[src/hdl/icaf_pkg.sv]
// shared types, constants and helper functions of the attitude filter
`timescale 1ns / 1ps
package icaf_pkg;

  localparam int unsigned CAL_SAMPLES  = 100;
  localparam int unsigned CORDIC_STEPS = 20;
  // integration step of 0.01 s, rates are divided by this
  localparam int unsigned RATE_STEPS   = 100;

  localparam logic [12:0] CAL_DIVISOR  = 13'(CAL_SAMPLES);

  // reciprocal multiply constants: q = (n * magic) >> shift for any 32-bit n
  localparam int unsigned CAL_SHIFT  = 32 + $clog2(CAL_SAMPLES);
  localparam int unsigned RATE_SHIFT = 32 + $clog2(RATE_STEPS);
  localparam logic [32:0] CAL_MAGIC  =
    33'(((64'd1 << CAL_SHIFT) + 64'(CAL_SAMPLES) - 64'd1) / 64'(CAL_SAMPLES));
  localparam logic [32:0] RATE_MAGIC =
    33'(((64'd1 << RATE_SHIFT) + 64'(RATE_STEPS) - 64'd1) / 64'(RATE_STEPS));

  localparam logic signed [31:0] DEG360 = 32'sd23592960;
  localparam logic signed [63:0] SAT_MAX = 64'sd2147483647;
  localparam logic signed [63:0] SAT_MIN = -64'sd2147483648;

  localparam logic [15:0] GAIN_RESET  = 16'd64225;
  localparam logic [23:0] SCALE_RESET = 24'd1167095;

  typedef logic [0:0] cfg_idx_t;
  localparam cfg_idx_t CFG_GAIN  = 1'b0;
  localparam cfg_idx_t CFG_SCALE = 1'b1;

  typedef logic [2:0] mul_op_t;
  localparam mul_op_t MUL_NONE = 3'd0;
  localparam mul_op_t MUL_RATE = 3'd1;
  localparam mul_op_t MUL_OLD  = 3'd2;
  localparam mul_op_t MUL_NEW  = 3'd3;
  localparam mul_op_t MUL_YAW  = 3'd4;

  typedef logic [2:0] wr_op_t;
  localparam wr_op_t WR_NONE  = 3'd0;
  localparam wr_op_t WR_RATE  = 3'd1;
  localparam wr_op_t WR_INC   = 3'd2;
  localparam wr_op_t WR_BIAS  = 3'd3;
  localparam wr_op_t WR_ANG   = 3'd4;
  localparam wr_op_t WR_BLEND = 3'd5;
  localparam wr_op_t WR_YAW   = 3'd6;

  typedef struct packed {
    logic [15:0] gyro_x;
    logic [15:0] gyro_y;
    logic [15:0] gyro_z;
    logic [12:0] accel_x;
    logic [12:0] accel_y;
    logic [12:0] accel_z;
  } in_item_t;

  typedef struct packed {
    logic signed [31:0] rate_x;
    logic signed [31:0] rate_y;
    logic signed [31:0] rate_z;
    logic signed [31:0] roll_angle;
    logic signed [31:0] pitch_angle;
    logic signed [31:0] yaw_angle;
    logic               ready_res;
  } out_item_t;

  typedef struct packed {
    logic       load;
    mul_op_t    mul_op;
    logic       acc_en;
    logic       acc_clr;
    wr_op_t     wr_op;
    logic [1:0] axis;
    logic       pitch;
    logic       div_start;
    logic       div_cal;
    logic       sqrt_start;
    logic       cordic_start;
    logic       finish;
  } dp_cmd_t;

  typedef struct packed {
    logic cal;
    logic seed;
    logic div_busy;
    logic sqrt_busy;
    logic cordic_busy;
    logic out_free;
  } dp_sts_t;

  function automatic logic signed [31:0] atan_deg(input logic [4:0] i);
    logic signed [31:0] v;
    unique case (i)
      5'd0:  v = 32'sd2949120;
      5'd1:  v = 32'sd1740967;
      5'd2:  v = 32'sd919879;
      5'd3:  v = 32'sd466945;
      5'd4:  v = 32'sd234379;
      5'd5:  v = 32'sd117304;
      5'd6:  v = 32'sd58666;
      5'd7:  v = 32'sd29335;
      5'd8:  v = 32'sd14668;
      5'd9:  v = 32'sd7334;
      5'd10: v = 32'sd3667;
      5'd11: v = 32'sd1833;
      5'd12: v = 32'sd917;
      5'd13: v = 32'sd458;
      5'd14: v = 32'sd229;
      5'd15: v = 32'sd115;
      5'd16: v = 32'sd57;
      5'd17: v = 32'sd29;
      5'd18: v = 32'sd14;
      5'd19: v = 32'sd7;
      default: v = 32'sd0;
    endcase
    return v;
  endfunction

  function automatic logic signed [31:0] sat32(input logic signed [63:0] v);
    if (v > SAT_MAX) return 32'sh7FFF_FFFF;
    if (v < SAT_MIN) return 32'sh8000_0000;
    return v[31:0];
  endfunction

  // round to nearest, ties up, then saturate
  function automatic logic signed [31:0] rnd_sat8(input logic signed [63:0] v);
    logic signed [63:0] t;
    t = (v + 64'sd128) >>> 8;
    return sat32(t);
  endfunction

  function automatic logic signed [31:0] rnd_sat16(input logic signed [63:0] v);
    logic signed [63:0] t;
    t = (v + 64'sd32768) >>> 16;
    return sat32(t);
  endfunction

endpackage

[src/hdl/icaf_ctrl.sv]
// sequencer that steps the datapath through calibration, rates, angles and blending
`timescale 1ns / 1ps
module icaf_ctrl (
  input  logic              clk,
  input  logic              rst_n,
  input  logic              in_valid,
  output logic              in_stall,
  input  icaf_pkg::dp_sts_t sts,
  output icaf_pkg::dp_cmd_t cmd
);
  import icaf_pkg::*;

  localparam logic [4:0] S_IDLE   = 5'd0;
  localparam logic [4:0] S_CHECK  = 5'd1;
  localparam logic [4:0] S_BDIV   = 5'd2;
  localparam logic [4:0] S_BWAIT  = 5'd3;
  localparam logic [4:0] S_RMUL   = 5'd4;
  localparam logic [4:0] S_RACC   = 5'd5;
  localparam logic [4:0] S_RWR    = 5'd6;
  localparam logic [4:0] S_IDIV   = 5'd7;
  localparam logic [4:0] S_IWAIT  = 5'd8;
  localparam logic [4:0] S_QSTART = 5'd9;
  localparam logic [4:0] S_QWAIT  = 5'd10;
  localparam logic [4:0] S_CSTART = 5'd11;
  localparam logic [4:0] S_CWAIT  = 5'd12;
  localparam logic [4:0] S_BL1    = 5'd13;
  localparam logic [4:0] S_BL2    = 5'd14;
  localparam logic [4:0] S_BL3    = 5'd15;
  localparam logic [4:0] S_BL4    = 5'd16;
  localparam logic [4:0] S_YAW1   = 5'd17;
  localparam logic [4:0] S_YAW2   = 5'd18;
  localparam logic [4:0] S_YAW3   = 5'd19;
  localparam logic [4:0] S_FIN    = 5'd20;

  logic [4:0] state_r, state_nxt;
  logic [1:0] axis_r, axis_nxt;
  logic       pitch_r, pitch_nxt;

  always_ff @(posedge clk) begin
    if (!rst_n) begin
      state_r <= S_IDLE;
      axis_r  <= '0;
      pitch_r <= 1'b0;
    end else begin
      state_r <= state_nxt;
      axis_r  <= axis_nxt;
      pitch_r <= pitch_nxt;
    end
  end

  assign in_stall = (state_r != S_IDLE);

  always_comb begin
    state_nxt = state_r;
    axis_nxt  = axis_r;
    pitch_nxt = pitch_r;
    cmd        = '0;
    cmd.mul_op = MUL_NONE;
    cmd.wr_op  = WR_NONE;
    cmd.axis   = axis_r;
    cmd.pitch  = pitch_r;
    unique case (state_r)
      S_IDLE: begin
        if (in_valid) begin
          cmd.load  = 1'b1;
          state_nxt = S_CHECK;
        end
      end
      S_CHECK: begin
        axis_nxt = '0;
        priority if (sts.seed) state_nxt = S_BDIV;
        else if (sts.cal)      state_nxt = S_RMUL;
        else                   state_nxt = S_FIN;
      end
      S_BDIV: begin
        cmd.div_start = 1'b1;
        cmd.div_cal   = 1'b1;
        state_nxt     = S_BWAIT;
      end
      S_BWAIT: begin
        if (!sts.div_busy) begin
          cmd.wr_op = WR_BIAS;
          if (axis_r == 2'd2) begin
            axis_nxt  = '0;
            state_nxt = S_RMUL;
          end else begin
            axis_nxt  = axis_r + 2'd1;
            state_nxt = S_BDIV;
          end
        end
      end
      S_RMUL: begin
        cmd.mul_op = MUL_RATE;
        state_nxt  = S_RACC;
      end
      S_RACC: begin
        cmd.acc_en  = 1'b1;
        cmd.acc_clr = 1'b1;
        state_nxt   = S_RWR;
      end
      S_RWR: begin
        cmd.wr_op = WR_RATE;
        state_nxt = S_IDIV;
      end
      S_IDIV: begin
        cmd.div_start = 1'b1;
        state_nxt     = S_IWAIT;
      end
      S_IWAIT: begin
        if (!sts.div_busy) begin
          cmd.wr_op = WR_INC;
          if (axis_r == 2'd2) begin
            pitch_nxt = 1'b0;
            state_nxt = S_QSTART;
          end else begin
            axis_nxt  = axis_r + 2'd1;
            state_nxt = S_RMUL;
          end
        end
      end
      S_QSTART: begin
        cmd.sqrt_start = 1'b1;
        state_nxt      = S_QWAIT;
      end
      S_QWAIT: begin
        if (!sts.sqrt_busy) state_nxt = S_CSTART;
      end
      S_CSTART: begin
        cmd.cordic_start = 1'b1;
        state_nxt        = S_CWAIT;
      end
      S_CWAIT: begin
        if (!sts.cordic_busy) begin
          cmd.wr_op = WR_ANG;
          if (pitch_r) begin
            pitch_nxt = 1'b0;
            state_nxt = S_BL1;
          end else begin
            pitch_nxt = 1'b1;
            state_nxt = S_QSTART;
          end
        end
      end
      S_BL1: begin
        cmd.mul_op = MUL_OLD;
        state_nxt  = S_BL2;
      end
      S_BL2: begin
        cmd.acc_en  = 1'b1;
        cmd.acc_clr = 1'b1;
        cmd.mul_op  = MUL_NEW;
        state_nxt   = S_BL3;
      end
      S_BL3: begin
        cmd.acc_en = 1'b1;
        state_nxt  = S_BL4;
      end
      S_BL4: begin
        cmd.wr_op = WR_BLEND;
        if (pitch_r) begin
          state_nxt = sts.seed ? S_FIN : S_YAW1;
        end else begin
          pitch_nxt = 1'b1;
          state_nxt = S_BL1;
        end
      end
      S_YAW1: begin
        cmd.mul_op = MUL_YAW;
        state_nxt  = S_YAW2;
      end
      S_YAW2: begin
        cmd.acc_en  = 1'b1;
        cmd.acc_clr = 1'b1;
        state_nxt   = S_YAW3;
      end
      S_YAW3: begin
        cmd.wr_op = WR_YAW;
        state_nxt = S_FIN;
      end
      S_FIN: begin
        if (sts.out_free) begin
          cmd.finish = 1'b1;
          state_nxt  = S_IDLE;
        end
      end
      default: state_nxt = S_IDLE;
    endcase
  end

endmodule

[config.mk]
export PLATFORM = sky130hd
export DESIGN_NAME = icaf_ctrl
export DESIGN_NICKNAME = d
export VERILOG_FILES = /design/src/hdl/icaf_pkg.sv /design/src/hdl/icaf_ctrl.sv
export SDC_FILE = /design/constraint.sdc
export NUM_CORES = 1
export LEC_CHECK = 0
export BUFFER_PORTS_ARGS = -buffer_cell sky130_fd_sc_hd__buf_2
export CORE_UTILIZATION = 33
export DETAILED_ROUTE_END_ITERATION = 10
export GPL_TIMING_DRIVEN = 1
export PLACE_DENSITY = 0.64
export RECOVER_POWER = 100
export SYNTH_ARGS = -nofsm -noshare
export SYNTH_HDL_FRONTEND = slang
export SYNTH_SLANG_ARGS = --single-unit
[constraint.sdc]
create_clock -name clk -period 4.3 [get_ports clk]
set_clock_uncertainty 0.2 [all_clocks]
set_input_delay 1.29 -clock clk [delete_from_list [all_inputs] [get_ports clk]]
set_output_delay 1.29 -clock clk [all_outputs]
set_load 0.02 [all_outputs]
# Word-level counts from Yosys, hierarchy flattened

Cells that the tools add are included.

Logic and storage cells: 82
Bits in registers: 8
Bits of input ports: 9
Output and inout bits: 18

Reductions and logical operators: 10
Multiplexer cells: 39
Equal/unequal tests: 29
Add/subtract/negate cells: 1

Operators by type and width:

| cell                                                                  | number |
|---|---|
| 5-bit case mux with 21 select lines                                   | 1 |
| 5-bit 2-to-1 mux                                                      | 9 |
| 5-bit by 4-bit equality test with 1-bit output, second input constant | 8 |
| 5-bit equality test, second input constant                            | 5 |
| 5-bit by 3-bit equality test with 1-bit output, second input constant | 4 |
| 3-bit case mux with 6 select lines                                    | 1 |
| 2-bit != test, second input constant                                  | 8 |
| 1-bit 2-to-1 mux                                                      | 14 |
| 2-bit 2-to-1 mux                                                      | 6 |
| 3-bit 2-to-1 mux                                                      | 4 |
| 3-bit case mux with 4 select lines                                    | 1 |
| 5-bit by 2-bit equality test with 1-bit output, second input constant | 2 |
| 4-bit AND reduction                                                   | 2 |
| 2-bit case mux with 3 select lines                                    | 1 |
| 6-bit AND reduction                                                   | 1 |
| 3-bit nonzero test                                                    | 2 |
| 5-bit by 1-bit equality test with 1-bit output, second input constant | 1 |
| 5-bit logical NOT                                                     | 1 |
| 5-bit nonzero test                                                    | 1 |
| 4-bit 2-to-1 mux                                                      | 1 |
| 4-bit OR reduction                                                    | 1 |
| 1-bit case mux with 3 select lines                                    | 1 |
| 3-bit OR reduction                                                    | 1 |
| 2-bit by 1-bit adder with 2-bit output, second input constant         | 1 |
| other kinds (2)                                                       | 2 |

# Longest topological paths before layout

Gate-level depths: netlist of run 1.

Depth in word-level cells: 4
Depth in mapped cells: 7
Gate-level depth less buffers: 7

# Worst setup path after synthesis of run 1

Ideal clock, no wire load.

Path kind: input to output
From: in sts[3] (netlist name)
To: out cmd[8] (netlist name)
Buffers on the path: 0
Stages on the path: 4
Path slack: 0.887 ns
Arrival time: 1.923 ns
Required time: 2.810 ns
Cell sequence: nor3_1 a21oi_1 o22a_1 nor2_1

RTL lines:

| what            | RTL line       | source |
|---|---|---|
| start, declared | icaf_ctrl.sv:8 | `input icaf_pkg::dp_sts_t sts,` |
| end, declared   | icaf_ctrl.sv:9 | `output icaf_pkg::dp_cmd_t cmd` |

==> results of run 1 <==
-- cells in the final DEF, fill, tap and decap left out, types with 5 or more instances in the layout --
| master | count |
|---|---|
| sky130_fd_sc_hd__clkbuf_1 | 18 |
| sky130_fd_sc_hd__buf_2 | 11 |
| sky130_fd_sc_hd__nand2_1 | 12 |
| sky130_fd_sc_hd__o21ai_0 | 11 |
| sky130_fd_sc_hd__nor2_1 | 14 |
| sky130_fd_sc_hd__a21oi_1 | 6 |
| sky130_fd_sc_hd__nor2b_1 | 5 |
| sky130_fd_sc_hd__inv_1 | 5 |
| sky130_fd_sc_hd__nor3_1 | 7 |
| sky130_fd_sc_hd__dfxtp_1 | 8 |
-- layout make-up --
class	instances	area, um^2	share of cell area
timing repair buffer	31	138	0.112
clock buffer	3	22.5	0.0183
multi-input combinational	123	832	0.677
inverter	5	18.8	0.0153
tap	46	57.6	0.0468
sequential	8	160	0.130
-- synth_stat cells (3+ instances only) --
master and n:
sky130_fd_sc_hd__nor2_1 14, sky130_fd_sc_hd__nand2_1 12, sky130_fd_sc_hd__o21ai_0 11, sky130_fd_sc_hd__buf_2 9, sky130_fd_sc_hd__dfxtp_1 8, sky130_fd_sc_hd__a21oi_1 6, sky130_fd_sc_hd__nor3_1 6, sky130_fd_sc_hd__inv_1 5
sky130_fd_sc_hd__nor2b_1 5, sky130_fd_sc_hd__nand2b_1 4, sky130_fd_sc_hd__nor3b_1 4, sky130_fd_sc_hd__o211a_1 4, sky130_fd_sc_hd__o211ai_1 4, sky130_fd_sc_hd__o21a_1 4, sky130_fd_sc_hd__and2_1 3, sky130_fd_sc_hd__buf_1 3
sky130_fd_sc_hd__buf_6 3, sky130_fd_sc_hd__ha_1 3, sky130_fd_sc_hd__or3b_1 3
-- kinds of logic (layout without fill, tap and decap cells) --
family          count (synthesis)  after routing  synth area share
compound gates                 49             49             0.342
simple gates                   67             67             0.350
flops                           8              8             0.138
buf+inv                        23             39             0.107
fa+ha+maj                       3              3            0.0324
xor+xnor                        3              3            0.0227
mux                             1              1           0.00863
-- state kept, by name, indices dropped and copies added, names as in the netlist --
name and count:
axis_r 2, pitch_r 1, state_r 5
-- stage by stage --
stage,total power [W],hold WS (ps)
floorplan,0.000631,430
global placement,0.000750,350
detailed placement,0.000751,360
CTS,0.000812,377
global route,0.000839,412
finish,0.000763,369
-- final timing paths --
path                 to  cells past startpoint  startpoint  slack, ps
max              cmd[9]                      6  state_r[0]        630
max reg2reg  state_r[3]                      6  state_r[0]       1080
min reg2reg   axis_r[1]                      1   axis_r[1]        370
min           axis_r[1]                      1   axis_r[1]        370
-- power groups by stage --
stage          logic [W]  clock network [W]  registers, W
6_report        0.000514          0.0000566      0.000192
5_1_grt         0.000569          0.0000671      0.000203
4_1_cts         0.000557          0.0000601      0.000195
3_5_place_dp    0.000555                  0      0.000196
3_3_place_gp    0.000553                  0      0.000197
2_1_floorplan   0.000504                  0      0.000127
-- per-layer routing --
metal | vias to the layer above | share of wire | global-route usage
met5 | - | 0 | 0
met2 | 44 | 0.45 | 0.276
met4 | 0 | 0 | 0.0195
met1 | 546 | 0.48 | 0.246
li1 | 600 | - | -
met3 | 0 | 0.067 | 0.0378
==> summary.md, run 1 <==
| Metric | Value |
|---|---|
| Result of the run | finished, final reports clean |
| Place WS | 772 ps |
| Share of the yosys chip area belonging to registers | 0.138 |
| Element type at the critical path end | output port |
| Clock network latency to the later pin of the worst-skew pair | 250 ps |
| Total congestion overflow | 0 |
| List of cells traversed by the critical path | clkbuf_1 -> nand2_1 -> nor2_1 -> a21oi_1 -> nor2_1 -> clkbuf_1 |
| Ys Warns | 0 |
| Fraction of layout instances using a drive strength above 1 | 0.124 |
| Post-layout nets | 184 |
| Max-slew violation count | 0 |
| Hold-fix buffer count after cts | 0 |
| Setup fix buffers added after clock tree synthesis | 0 |
| Initial Utilization | 0.345 |
| Kind of path behind the tightest hold check | reg -> reg |
| Setup repair after global routing missed its margin | false |
| Static leakage | 0.458 nW |
| Main flop type after synthesis | sky130_fd_sc_hd__dfxtp_1 |
| Post-detailed-route via-to-cell ratio | 5.51 |
| Number of antenna violations at the first check in global routing | 0 |
| Number of gates given a new drive strength after cts | 0 |
| Cts bufs inserted | 3 |
| Overall die width | 61.3 um |
| Share of the synthesized area in the top cell type | 0.138 |
| Routed Antenna Nets | 0 |
| Synthesis-to-finish area growth | 5.93% |
| Number of fillers in the final layout | 420 |
| Detailed-route wire length per cell | 13.9 um |
| Final cell count without fillers | 216 |
| Post-layout worst setup margin | 629 ps |
| Clk pin slew, worst setup/hold paths | 50 ps |
| Clock root buffer | sky130_fd_sc_hd__clkbuf_4 |
| Data required time at the worst endpoint | 2810 ps |
| Weighted congestion reported at the end of routability-driven placement | 0.898 |
| Ant. Diodes | 0 |
| Die height | 61.3 um |
| Share of power burned in the clock network | 0.074 |
| Post-Route WL | 3010 um |
| Least-Margin Pin Slew | 750 ps |
| DRC viols | 0 |
| Gate Count Post-Synth | 154 |
| EDFF count, synth | 0 |
| Number of unique standard cell types used by synthesis | 52 |
| Share of total power consumed by net switching | 0.569 |
| Post-synth ARST share | 0 |
| Worst relative slew slack | 0.495 |
| Clock period minus final worst setup slack | 3670 ps |
| Type of origin of the critical path | flop |
| H-tree level count | 1 |
| Biggest cell delay along the critical path | 690 ps |
| Synth Register Bits | 8 |
| Area leader, netlist | sky130_fd_sc_hd__dfxtp_1 |
| Net Sw Power | 0.000434 W |
| Post-layout utilization of the core | 0.365 |
| Cell at the slowest stage of the critical path | sky130_fd_sc_hd__dfxtp_1 |
| Top post-synthesis cells by area | sky130_fd_sc_hd__dfxtp_1 14%, sky130_fd_sc_hd__o21ai_0 4.7%, sky130_fd_sc_hd__a2111oi_4 4.7% |
| Number of ports placed on the die boundary | 27 |
| Post-Place Cell Area | 1280 um^2 |
| TritonCTS clock tree | yes |
| Via count | 1190 |
| Maximum number of pins on one net before global-route repair | 22 |
| Number of DRC markers after the initial detailed-route iteration | 116 |
| Final instance area | 1230 um^2 |
| Site row count | 21 |
| Critical path class | reg -> out |
| Number of global-route vias before repair | 1010 |
| Max-cap violations | 0 |
| Worst Path Arrival | 2180 ps |
| Seq pwr share | 0.252 |
| Power per standard cell area | 621 nW/um^2 |
| Net count after synthesis | 166 |
| Critical path peak fanout | 16 |
| CP top delay family | buffers and inverters |
| HPWL after detailed placement | 2180 um |
| IO Port Bufs | 26 |
| Core area | 3360 um^2 |
| Combined global-route utilization of all metal layers | 0.173 |
| Detailed-router iteration count before antenna repair | 4 |
| Worst ir drop on vdd | 0.000234 V |
| Hold violation count in the final report | 0 |
| Mean area per synthesized cell | 7.53 um^2 |
| Die area | 3760 um^2 |
| Comb pwr share | 0.674 |
| Maximum root-to-sink buffer count | 2 |
| Number of placed cells counting well taps | 213 |
| Number of buffers and inverters on the critical path | 2 |
| Final-layout setup total negative slack | 0 ps |
| Cell-internal power | 0.000329 W |
| Netlist Area Pre-Place | 1160 um^2 |
| Sink count of the clock tree | 8 |
| Final clock period utilization by the worst path | 0.854 |
| First-pass GRT wire length | 4870 um |
| Final setup fails | 0 |
| Top achievable clock speed | 272 MHz |
No activity file was read; power rests on OpenSTA's default activity.
==> run 2, diff against run 1 <==
CORE_ASPECT_RATIO = 1.25   (was not set)
==> summary.md, run 2 (synthesized netlist as in run 1, its figures left out) <==
| Metric | Value |
|---|---|
| Worst relative slew slack | 0.500 (+0.00524) |
| Detailed-router iteration count before antenna repair | 4 (unchanged) |
| Site row count | 23 (+9.5%) |
| Biggest regs | state_r (5), axis_r (2), pitch_r (1) |
| H-tree level count | 1 (unchanged) |
| Overall die width | 55.0 um (-10%) |
| Post-detailed-route via-to-cell ratio | 5.92 (+7.5%) |
| Post-layout nets | 184 (unchanged) |
| Maximum root-to-sink buffer count | 2 (unchanged) |
| TritonCTS clock tree | yes |
| Max-slew violation count | 0 (unchanged) |
| Leading cell type in the layout, fill and taps excluded | sky130_fd_sc_hd__clkbuf_1 |
| Detailed-route wire length per cell | 15.2 um (+9.3%) |
| Cts bufs inserted | 3 (unchanged) |
| Post-layout worst setup margin | 612 ps (-16.9 ps) |
| Synthesis-to-finish area growth | 5.39% |
| Type of origin of the critical path | flop |
| Area of the multi-input gates | 818 um^2 (-1.7%) |
| Final clock period utilization by the worst path | 0.858 (+0.00393) |
| Static leakage | 0.464 nW (+1.2%) |
| Post-Route WL | 3160 um (+4.7%) |
| Via count | 1226 (+3.0%) |
| Most frequent cells in the layout | 18 x sky130_fd_sc_hd__clkbuf_1, 14 x sky130_fd_sc_hd__nor2_1, 12 x sky130_fd_sc_hd__nand2_1 |
| Critical path class | reg -> out |
| Routed Antenna Nets | 0 (unchanged) |
| Worst Path Arrival | 2200 ps (+20 ps) |
| Clk pin slew, worst setup/hold paths | 40 ps (about the same) |
| Clock root buffer | sky130_fd_sc_hd__clkbuf_8 |
| Data required time at the worst endpoint | 2810 ps (about the same) |
| Largest register FFs | 5 (unchanged) |
| Final setup fails | 0 (unchanged) |
| Least-Margin Pin Slew | 743 ps (-7.78 ps) |
| Sink count of the clock tree | 8 (unchanged) |
| Setup fix buffers added after clock tree synthesis | 0 (unchanged) |
| Number of fillers in the final layout | 379 (-9.8%) |
| Total congestion overflow | 0 (unchanged) |
| DRC viols | 0 (unchanged) |
| Clock network latency to the later pin of the worst-skew pair | 230 ps (-20 ps) |
| Number of gates given a new drive strength after cts | 0 (unchanged) |
| Weighted congestion reported at the end of routability-driven placement | 0.900 (+0.22%) |
| Register bank with the most flops | state_r |
| Ant. Diodes | 0 (unchanged) |
| Fraction of layout instances using a drive strength above 1 | 0.118 (-0.00588) |
| Result of the run | finished, final reports clean |
| HPWL after detailed placement | 2290 um (+5.0%) |
| Number of DRC markers after the initial detailed-route iteration | 27 (-77%) |
| IO Port Bufs | 26 (unchanged) |
| Clock period minus final worst setup slack | 3690 ps (+16.9 ps) |
| Place WS | 766 ps (-6.16 ps) |
| Die area | 3760 um^2 (about the same) |
| Number of antenna violations at the first check in global routing | 0 (unchanged) |
| Critical path peak fanout | 15 (-1) |
| Top achievable clock speed | 271 MHz (-0.46%) |
| Initial Utilization | 0.354 (+0.00868) |
| Hold violation count in the final report | 0 (unchanged) |
| Maximum number of pins on one net before global-route repair | 23 (+4.5%) |
| First-pass GRT wire length | 5070 um (+4.1%) |
| Element type at the critical path end | output port |
| Number of global-route vias before repair | 1090 (+7.9%) |
| Hold-fix buffer count after cts | 0 (unchanged) |
| Kind of path behind the tightest hold check | reg -> reg |
| Final-layout setup total negative slack | 0 ps (unchanged) |
| Sequential Area | 160 um^2 (unchanged) |
| Max-cap violations | 0 (unchanged) |
| Power per standard cell area | 654 nW/um^2 (+5.3%) |
| Number of ports placed on the die boundary | 27 (unchanged) |
| Worst ir drop on vdd | 0.000418 V (+79%) |
| Setup repair after global routing missed its margin | false |
| Die height | 68.3 um (+11%) |
| Combined global-route utilization of all metal layers | 0.188 (+0.0150) |
| Core area | 3280 um^2 (-2.5%) |
-- run 2: routing by layer --
layer  share of wire  global-route usage
met1            0.42               0.219
met2            0.51               0.318
met3           0.046              0.0422
met4           0.029              0.0875
met5               0                   0
-- run 2: path summary, 6_finish.rpt --
kind	to	depth (start not counted)	from	slack [ps]
hold reg to reg	axis_r[1]	1	axis_r[1]	370
setup reg to reg	state_r[3]	6	state_r[1]	1290
hold / removal	axis_r[1]	1	axis_r[1]	370
setup / recovery	cmd[10]	5	state_r[2]	610
-- run 2: where the power goes --
group,internal (W),total (W),switching (W),leakage [nW]
clock network,0.0000609,0.0000936,0.0000327,0.0216
logic,0.000194,0.000525,0.000331,0.376
registers,0.000101,0.000181,0.0000799,0.0655
total,0.000357,0.000800,0.000443,0.464
-- run 2: metrics by stage --
| stage | instance area [um^2] | std cells | power [W] | hold WS, ps | util |
|---|---|---|---|---|---|
| after floorplan | 1160 | 154 | 0.000631 | 430 | - |
| after global placement | 1270 | 204 | 0.000749 | 358 | 0.387 |
| after detailed placement | 1270 | 204 | 0.000752 | 349 | 0.387 |
| after CTS | 1310 | 207 | 0.000849 | 364 | 0.399 |
| after global routing | 1220 | 207 | 0.000874 | 393 | 0.373 |
| final | 1220 | 207 | 0.000800 | 372 | 0.373 |
-- run 2: critical path, cell delays in order (launching register included) --
cell                       delay (ps)
sky130_fd_sc_hd__dfxtp_1          610
sky130_fd_sc_hd__clkbuf_1         490
sky130_fd_sc_hd__or3b_1           360
sky130_fd_sc_hd__nor2_1           120
sky130_fd_sc_hd__a31o_2           220
sky130_fd_sc_hd__clkbuf_1         160
-- run 2: final cells by class --
class	instances	area share
well taps	37	0.0379
inverters	5	0.0154
multi-input cells	123	0.669
flip-flops and latches	8	0.131
clock buffers	3	0.0338
repair buffers	31	0.113
